### src/hdl/uvst_pkg.sv
// Shared types and codes for the unique value set table.
// No dependencies; used by unique_value_set_table.
package uvst_pkg;

  localparam int unsigned KEY_W   = 64;
  localparam int unsigned POS_W   = 4;
  localparam int unsigned COUNT_W = 5;

  localparam logic [1:0] ACT_ADD    = 2'd0;
  localparam logic [1:0] ACT_REMOVE = 2'd1;
  localparam logic [1:0] ACT_LOOKUP = 2'd2;
  localparam logic [1:0] ACT_CLEAR  = 2'd3;

  typedef enum logic [2:0] {
    S_IDLE,
    S_RD,
    S_CMP,
    S_MISS,
    S_SH_RD,
    S_SH_WR,
    S_DONE
  } state_t;

endpackage

### src/hdl/unique_value_set_table.sv
// Unique value set table: packed set of distinct 64-bit keys in a memory with one read and one write port.
// Depends on uvst_pkg (action codes, field widths, sequencer states).
//
// Usage: a request (action, key) is taken on the input channel when in_valid is
// high and in_stall is low. Actions: add, remove, lookup, clear. Exactly one
// result (found, position, count, full_drop) leaves on the output channel per
// request, in order, taken when out_valid is high and out_stall is low.
// One 64-bit comparator walks the stored entries one at a time; each entry
// visited takes a registered memory read, then a compare. A hit goes to the
// done step; a miss passes through the miss step first. A clear goes straight
// to the done step, a request on an empty set straight to the miss step.
// A remove then shifts every later entry down through the same memory, a read
// step and a write step per moved entry. in_stall is high while a request is in work.
// The result sits in an output register: the next request is taken while it
// waits, and a stalled result holds until taken; a finished request waits in
// its last step while the output register is still occupied.
// Reset (rst, synchronous) empties the set and drops any pending result; the
// memory itself is not cleared, since only entries below the count are read.
module unique_value_set_table #(
  parameter int unsigned CAPACITY = 16
) (
  input  logic                          clk,
  input  logic                          rst,
  input  logic                          in_valid,
  output logic                          in_stall,
  input  logic [1:0]                    action,
  input  logic [uvst_pkg::KEY_W-1:0]    key,
  output logic                          out_valid,
  input  logic                          out_stall,
  output logic                          found,
  output logic [uvst_pkg::POS_W-1:0]    position,
  output logic [uvst_pkg::COUNT_W-1:0]  count,
  output logic                          full_drop
);

  localparam int unsigned IW = (CAPACITY > 1) ? $clog2(CAPACITY) : 1;
  localparam int unsigned CW = $clog2(CAPACITY + 1);

  uvst_pkg::state_t state, state_next;

  logic [1:0]                 act, act_next;
  logic [uvst_pkg::KEY_W-1:0] key_r, key_next;
  logic [IW-1:0]              idx, idx_next;
  logic [IW-1:0]              pos, pos_next;
  logic                       hit, hit_next;
  logic                       drop, drop_next;
  logic [CW-1:0]              entry_count, entry_count_next;
  logic                       out_valid_next;
  logic                       out_load;

  logic [uvst_pkg::KEY_W-1:0] mem [CAPACITY];
  logic [uvst_pkg::KEY_W-1:0] rdata;
  logic                       mem_we;
  logic [IW-1:0]              waddr;
  logic [IW-1:0]              raddr;
  logic [uvst_pkg::KEY_W-1:0] wdata;

  logic [CW:0] idx_p1;
  logic [CW:0] idx_p2;
  logic [CW:0] cnt_ext;

  assign idx_p1  = (CW+1)'(idx) + (CW+1)'(1);
  assign idx_p2  = (CW+1)'(idx) + (CW+1)'(2);
  assign cnt_ext = {1'b0, entry_count};

  assign in_stall = (state != uvst_pkg::S_IDLE);

  always_ff @(posedge clk) begin
    if (mem_we) begin
      mem[waddr] <= wdata;
    end
    rdata <= mem[raddr];
  end

  always_ff @(posedge clk) begin
    if (rst) begin
      state       <= uvst_pkg::S_IDLE;
      entry_count <= '0;
      out_valid   <= 1'b0;
    end else begin
      state       <= state_next;
      entry_count <= entry_count_next;
      out_valid   <= out_valid_next;
    end
  end

  always_ff @(posedge clk) begin
    act   <= act_next;
    key_r <= key_next;
    idx   <= idx_next;
    pos   <= pos_next;
    hit   <= hit_next;
    drop  <= drop_next;
    if (out_load) begin
      found     <= hit;
      position  <= uvst_pkg::POS_W'(pos);
      count     <= uvst_pkg::COUNT_W'(entry_count);
      full_drop <= drop;
    end
  end

  always_comb begin
    state_next       = state;
    act_next         = act;
    key_next         = key_r;
    idx_next         = idx;
    pos_next         = pos;
    hit_next         = hit;
    drop_next        = drop;
    entry_count_next = entry_count;
    mem_we           = 1'b0;
    waddr            = idx;
    wdata            = key_r;
    raddr            = idx;
    out_load         = 1'b0;
    out_valid_next   = out_valid && out_stall;

    case (state)
      uvst_pkg::S_IDLE: begin
        if (in_valid) begin
          act_next  = action;
          key_next  = key;
          idx_next  = '0;
          pos_next  = '0;
          hit_next  = 1'b0;
          drop_next = 1'b0;
          if (action == uvst_pkg::ACT_CLEAR) begin
            entry_count_next = '0;
            state_next       = uvst_pkg::S_DONE;
          end else if (entry_count == '0) begin
            state_next = uvst_pkg::S_MISS;
          end else begin
            state_next = uvst_pkg::S_RD;
          end
        end
      end

      uvst_pkg::S_RD: begin
        raddr      = idx;
        state_next = uvst_pkg::S_CMP;
      end

      uvst_pkg::S_CMP: begin
        if (rdata == key_r) begin
          hit_next = 1'b1;
          pos_next = idx;
          if (act == uvst_pkg::ACT_REMOVE) begin
            if (idx_p1 < cnt_ext) begin
              state_next = uvst_pkg::S_SH_RD;
            end else begin
              entry_count_next = entry_count - CW'(1);
              state_next       = uvst_pkg::S_DONE;
            end
          end else begin
            state_next = uvst_pkg::S_DONE;
          end
        end else if (idx_p1 == cnt_ext) begin
          state_next = uvst_pkg::S_MISS;
        end else begin
          idx_next   = idx + IW'(1);
          state_next = uvst_pkg::S_RD;
        end
      end

      uvst_pkg::S_MISS: begin
        // only an add changes the set on a miss
        if (act == uvst_pkg::ACT_ADD) begin
          if (cnt_ext < (CW+1)'(CAPACITY)) begin
            mem_we           = 1'b1;
            waddr            = IW'(entry_count);
            wdata            = key_r;
            entry_count_next = entry_count + CW'(1);
          end else begin
            drop_next = 1'b1;
          end
        end
        state_next = uvst_pkg::S_DONE;
      end

      uvst_pkg::S_SH_RD: begin
        raddr      = IW'(idx_p1);
        state_next = uvst_pkg::S_SH_WR;
      end

      uvst_pkg::S_SH_WR: begin
        // move the next entry down over the gap
        mem_we = 1'b1;
        waddr  = idx;
        wdata  = rdata;
        if (idx_p2 < cnt_ext) begin
          idx_next   = idx + IW'(1);
          state_next = uvst_pkg::S_SH_RD;
        end else begin
          entry_count_next = entry_count - CW'(1);
          state_next       = uvst_pkg::S_DONE;
        end
      end

      uvst_pkg::S_DONE: begin
        // hold until the output register is free
        if (!out_valid || !out_stall) begin
          out_load       = 1'b1;
          out_valid_next = 1'b1;
          state_next     = uvst_pkg::S_IDLE;
        end
      end

      default: begin
        state_next = uvst_pkg::S_IDLE;
      end
    endcase
  end

endmodule

### config.mk
export PLATFORM = sky130hd
export DESIGN_NAME = unique_value_set_table
export DESIGN_NICKNAME = d
export VERILOG_FILES = /design/src/hdl/uvst_pkg.sv /design/src/hdl/unique_value_set_table.sv
export SDC_FILE = /design/constraint.sdc
export NUM_CORES = 1
export LEC_CHECK = 0
export ABC_CLOCK_PERIOD_IN_PS = 6400
export BUFFER_PORTS_ARGS = -buffer_cell sky130_fd_sc_hd__clkbuf_2
export CORE_ASPECT_RATIO = 0.9
export CORE_MARGIN = 2
export CORE_UTILIZATION = 55
export CTS_CLUSTER_SIZE = 12
export DETAILED_ROUTE_END_ITERATION = 10
export GPL_TIMING_DRIVEN = 0
export PLACE_DENSITY = 0.71
export SETUP_SLACK_MARGIN = 0.2
export SLEW_MARGIN = 40
export SYNTH_ARGS = -nofsm -noshare
export SYNTH_HDL_FRONTEND = slang
export SYNTH_SLANG_ARGS = --single-unit
### constraint.sdc
create_clock -name clk -period 6.4 [get_ports clk]
set_clock_uncertainty 0.2 [all_clocks]
set_input_delay 0.96 -clock clk [delete_from_list [all_inputs] [get_ports clk]]
set_output_delay 0.96 -clock clk [all_outputs]
set_load 0.1 [all_outputs]
## Word level (Yosys, flattened, before mapping)

Memory sizes are Yosys's and may differ from the RTL's. A register that Yosys moved wholly into a read port is not among the register bits.
Index checks and enable logic that the tools add are counted.

| cells by class | value |
|---|---|
| magnitude comparators | 3 |
| multiplexer cells | 46 |
| equality and inequality tests | 23 |
| reduce and logical (&&, ||, !) cells | 18 |
| add/subtract/negate cells | 5 |

Operator list:

| operator | count |
|---|---|
| $eq 64x64->1 | 1 |
| $mux 64 | 1 |
| $mux 5 | 8 |
| $mux 4 | 9 |
| $ne 2x2->1 const B | 13 |
| $pmux 3 s7 | 1 |
| $pmux 5 s4 | 1 |
| $mux 3 | 5 |
| $mux 1 | 12 |
| $pmux 4 s3 | 1 |
| $lt 5x5->1 | 2 |
| $eq 3x3->1 const B | 3 |
| $reduce_and 9->1 | 1 |
| $mux 2 | 4 |
| $pmux 4 s2 | 1 |
| $eq 3x2->1 const B | 2 |
| $pmux 1 s2 | 3 |
| $reduce_bool 3->1 | 2 |
| $add 4x1->5 const B | 1 |
| $add 4x2->5 const B | 1 |
| $add 5x1->5 const B | 1 |
| $eq 5x5->1 | 1 |
| $logic_not 5->1 | 1 |
| $lt 5x5->1 const B | 1 |
| 16 further kinds | 19 |

| storage, ports and cells | value |
|---|---|
| output and inout port bits | 13 |
| register bits after elaboration | 96 |
| word-level logic and storage cells | 109 |
| RAM bits | 1024 |
| memories kept | 1 |
| input bits | 70 |

Memory list:

| memory | depth | width | read ports | clocked after Yosys merged registers in | wr ports | RTL line | source |
|---|---|---|---|---|---|---|---|
| mem | 16 | 64 | 1 | 1 | 1 | unique_value_set_table.sv:51 | `logic [uvst_pkg::KEY_W-1:0] mem [CAPACITY];` |

## Logic depth before layout (Yosys ltp)

| logic depth | value |
|---|---|
| depth after elaboration | 6 |
| gate-level depth with buffers | 13 |
| gate-level depth less buffers | 11 |

## Worst setup path before layout

OpenSTA, ideal clock, no wires.

| timing path | value |
|---|---|
| path type | register to register |
| start | register state[1] |
| end | memory mem[11][0] (netlist name), enable pin |
| data arrival time | 4.208 ns |
| setup time | 0.487 ns |
| required time | 5.713 ns |
| clock period less this slack | 4.894 ns |
| slack | 1.506 ns |
| path buffers | 1 |
| stages on the path, launching flop included | 8 |
| cells stage by stage | dfxtp_1 > clkbuf_1 > nand2b_1 > nor2_1 > nand2_1 > nor2_1 > a32oi_1 > nor2_1 |

| between the ends | value |
|---|---|
| word-level cells in the longest chain between the ends | 4 |
| elaborated cells on any way between the ends | 6 |
| those cells by class | 2 x eq/ne; 4 x mux |

RTL lines:

| what | RTL line | source |
|---|---|---|
| start: declaration | unique_value_set_table.sv:39 | `uvst_pkg::state_t state, state_next;` |
| start signal: assignment | unique_value_set_table.sv:77 | `state <= uvst_pkg::S_IDLE;` |
| start signal: assignment | unique_value_set_table.sv:81 | `state <= state_next;` |
| $eq 3x3->1 / $eq 3x2->1 (equally long branches) | unique_value_set_table.sv:118 | `case (state)` |
| $pmux 1 s2 | unique_value_set_table.sv:118 |  |
| $mux 1 | unique_value_set_table.sv:69 | `if (mem_we) begin` |
| $mux 1 (not written as such) | unique_value_set_table.sv:70 | `mem[waddr] <= wdata;` |
| end: declaration | unique_value_set_table.sv:51 |  |

Parallel ways exist; a longest one is shown, timed or not.

## Final worst setup path

| timing path | value |
|---|---|
| start | register idx[0] |
| end | register rdata[25] (netlist name) (read register of mem) |

| between the ends | value |
|---|---|
| word-level cells in the longest chain between the ends | 2 |

RTL lines:

| what | RTL line | source |
|---|---|---|
| start: declaration | unique_value_set_table.sv:43 | `logic [IW-1:0] idx, idx_next;` |
| start signal: assignment | unique_value_set_table.sv:90 | `idx <= idx_next;` |
| $add 4x1->5 | unique_value_set_table.sv:62 | `assign idx_p1 = (CW+1)'(idx) + (CW+1)'(1);` |
| $mux 4 (*) | unique_value_set_table.sv:118 |  |
| end: declaration | unique_value_set_table.sv:52 | `logic [uvst_pkg::KEY_W-1:0] rdata;` |

Mark *: on every way between the ends. The rest lies on a longest branch, timed or not.
A chain may end at the register's enable or synchronous reset.

==> impl_metrics.toml <==
[outcome]
status = "completed"

[clock_tree]
clock_latency_ns = 0.70
cts_sinks = 1184
hold_buffers = 0
path_clk_slew_ns = 0.06
postCtsResizedCells = 0
h-tree-depth = 3
tritoncts = "done"
root_buffer = "clkbuf_16"
cts_buffers = 115
post-cts-setup-buffers = 0
clockBufferDepth = 3

[hold_path]
whs_path_depth = 0
min_to = "position[2]$_DFFE_PP_"
min_path_type = "reg2reg"
min_from = "pos[2]$_SDFFCE_PN0P_"

[power]
p_total_w = 0.0227
p_sw_w = 0.00685
p_int_w = 0.0159
power_frac_comb = 0.302
peakVddDrop_v = 0.000315
switching_share = 0.302
p_per_area_nw_per_um2 = 433
leakagePower_nw = 17.1
pwr-share-clk = 0.273
p_seq_frac = 0.425

[floorplanning]
fp-row-count = 99
pin_count = 83
start_util = 0.555
die_w_um = 305
dieArea_um2 = 84100
coreArea_um2 = 81000
die_h_um = 275

[critical_path]
start_kind = "register"
reg2regPathDepth = 6
path_cells = "clkbuf_1 > xnor2_1 > clkbuf_1 > buf_2 > mux4_2 > mux4_2"
crit_buf_inv = 3
cpPeakStageDelay_ns = 0.71
timing.rr.start = "idx[0]$_SDFFCE_PP0P_"
slowest_stage = "clkbuf_1"
endpoint_kind = "register"
cp.arrival_ns = 4.42
crit_required_ns = 6.72
crit_family = "buffers and inverters"
r2r_end = "rdata[25]$_DFF_P_"
cp_max_fo = 10
ff2ff_setup_slack_ns = 2.30
worstSetupPathType = "reg2reg"

[global_routing]
overflow = 0
grt.total_usage = 0.267
antenna_found_initial = 2
grt_max_degree = 37
grt_pass1_vias = 22500
grt_pass1_wl_mm = 158

[logic_synthesis]
syn-num-nets = 2133
syn_avg_cell_area_um2 = 22.0
synth_area_leaders = "edfxtp_1 74%, mux4_2 16%, dfxtp_1 3.2%"
seq_area_frac_synth = 0.774
yosysUniqueCellTypes = 47
yosys_most_used_dff = "edfxtp_1"
synth_edf_count = 1111
synth_top_area_frac = 0.742
synth_area_um2 = 45000
ys_ff_latch = 1184
synthArstFlopShare = 0
yosys_warnings = 0
yosysTopAreaCell = "edfxtp_1"
synthCells = 2047

[sta]
worst_pin_slew_ns = 0.924
finalMaxSlewViolations = 0
rsz0062_at_grt = "false"
finalCritPeriodShare = 0.641
setup_violations = 0
relSlewSlack = 0.384
hold_ws_ns = 0.222
fmax_ghz = 0.244
postLayoutSetupSlackWorst_ns = 2.30
fin_crit_ns = 4.10
finalHoldViolations = 0

[finish]
fin_util = 0.647
layout-drive-gt1-share = 0.295
layout_common_cells = "1111 x edfxtp_1, 320 x mux4_2, 209 x nand2_1"
final_nets = 2432
area_growth_pct = 16.6
final_area_um2 = 52400
diodes = 0
final_common_cell = "edfxtp_1"

[placement]
dp_hpwl_mm = 72.5
place.gp.congestion = 0.816
dpl-instance-area_um2 = 48900
dp_slack_ns = 2.19
portBuffers = 82

[drt]
num_vias = 22400
drtPass1Iterations = 6
drtAntennaViolNets = 0
vias_per_cell = 6.40
wl_mm = 110
drt-initial-drc-count = 3278
drc = 0
wl_per_cell_um = 31.5

[job]
max_cap_violations = 0
-- final cells by class --
cell class,count,area (um2)
clock buffer,190,3240
clock inverter,19,179
sequential,1184,34800
tap,1060,1330
inverter,17,68.8
multi-input combinational,758,9870
buffer,88,412
timing repair buffer,182,2500
fill,5090,28600
-- registers in the layout, indices dropped and copies added, names as in the netlist, 2 cells and up --
signal	flops
mem	1024
key_r	64
pos	4
entry_count	5
state	3
idx	4
count	5
act	2
rdata	64
position	4
-- synth_stat cells (2+ instances only) --
master and number:
xor2_1 3, dfxtp_1 73, nor2_1 33, and3_1 3, inv_1 16, mux4_2 320, nand3_1 2, and2_1 5
a31oi_1 8, o21a_1 5, a21oi_1 11, buf_4 5, nand2_1 209, a32oi_1 4, edfxtp_1 1111, nor4_1 5
nand4_1 17, nor2b_1 4, xnor2_1 68, nor3_1 8, o31ai_1 2, o211ai_1 2, nand3b_1 2, mux2i_1 6
buf_1 15, clkbuf_1 38, o311a_1 2, buf_2 30, o21ai_0 6, ha_1 15, a21o_1 3
-- per-layer routing --
metal	vias to the layer above	GRT usage	part of all wire
met3	210	0.0519	0.10
met4	2	0.0894	0.033
met5	-	0	0.000082
li1	9060	-	-
met2	1352	0.424	0.48
met1	11800	0.380	0.39
-- power by group through the flow --
stage	Combinational [W]	Clock (W)	Sequential, W
after floorplan	0.00466	0	0.00972
after global placement	0.00651	0	0.00980
after detailed placement	0.00679	0	0.00979
after CTS	0.00686	0.00628	0.00964
after global routing	0.00721	0.00658	0.00969
final	0.00685	0.00621	0.00965
-- worst max path at each step --
| stage | end | start | slack (ns) | cells after the start |
|---|---|---|---|---|
| finish | rdata[25]$_DFF_P_ | idx[0]$_SDFFCE_PP0P_ | 2.30 | 6 |
| global route | mem[8][15]$_DFFE_PP_ | state[1]$_SDFFE_PP0P_ | 2.14 | 12 |
| CTS | rdata[25]$_DFF_P_ | state[2]$_SDFFE_PP0P_ | 2.14 | 9 |
| detailed placement | rdata[25]$_DFF_P_ | state[2]$_SDFFE_PP0P_ | 2.19 | 9 |
| global placement | mem[5][17]$_DFFE_PP_ | state[1]$_SDFFE_PP0P_ | -2.79 | 7 |
| floorplan | mem[11][0]$_DFFE_PP_ | state[1]$_SDFFE_PP0P_ | 1.51 | 7 |
-- logic make-up (layout without fill, tap and decap cells) --
family,after synthesis,after routing,synth area share
muxes,326,326,0.162
adders and majority gates,16,16,0.00462
AOI/OAI and AO/OA,50,50,0.00754
and+or+nand+nor,294,294,0.0276
DFF,1184,1184,0.774
buffers and inverters,105,496,0.0100
xor gates and xnor gates,72,72,0.0142
-- stage by stage --
step                std cells  TNS (ns)
global placement         3189  -2557.73
CTS                      3493         0
floorplan                2047         0
detailed placement       3284         0
finish                   3498         0
global route             3498         0
-- worst register-to-register path: cells and delay by family, from the launching register on --
| kind | cells | cell delay [ns] |
|---|---|---|
| buffers and inverters | 3 | 1.60 |
| multiplexers | 2 | 1.11 |
| XOR/XNOR | 1 | 0.61 |
| flip-flops | 1 | 0.43 |
Note: power is estimated with default switching activity, not from simulation.
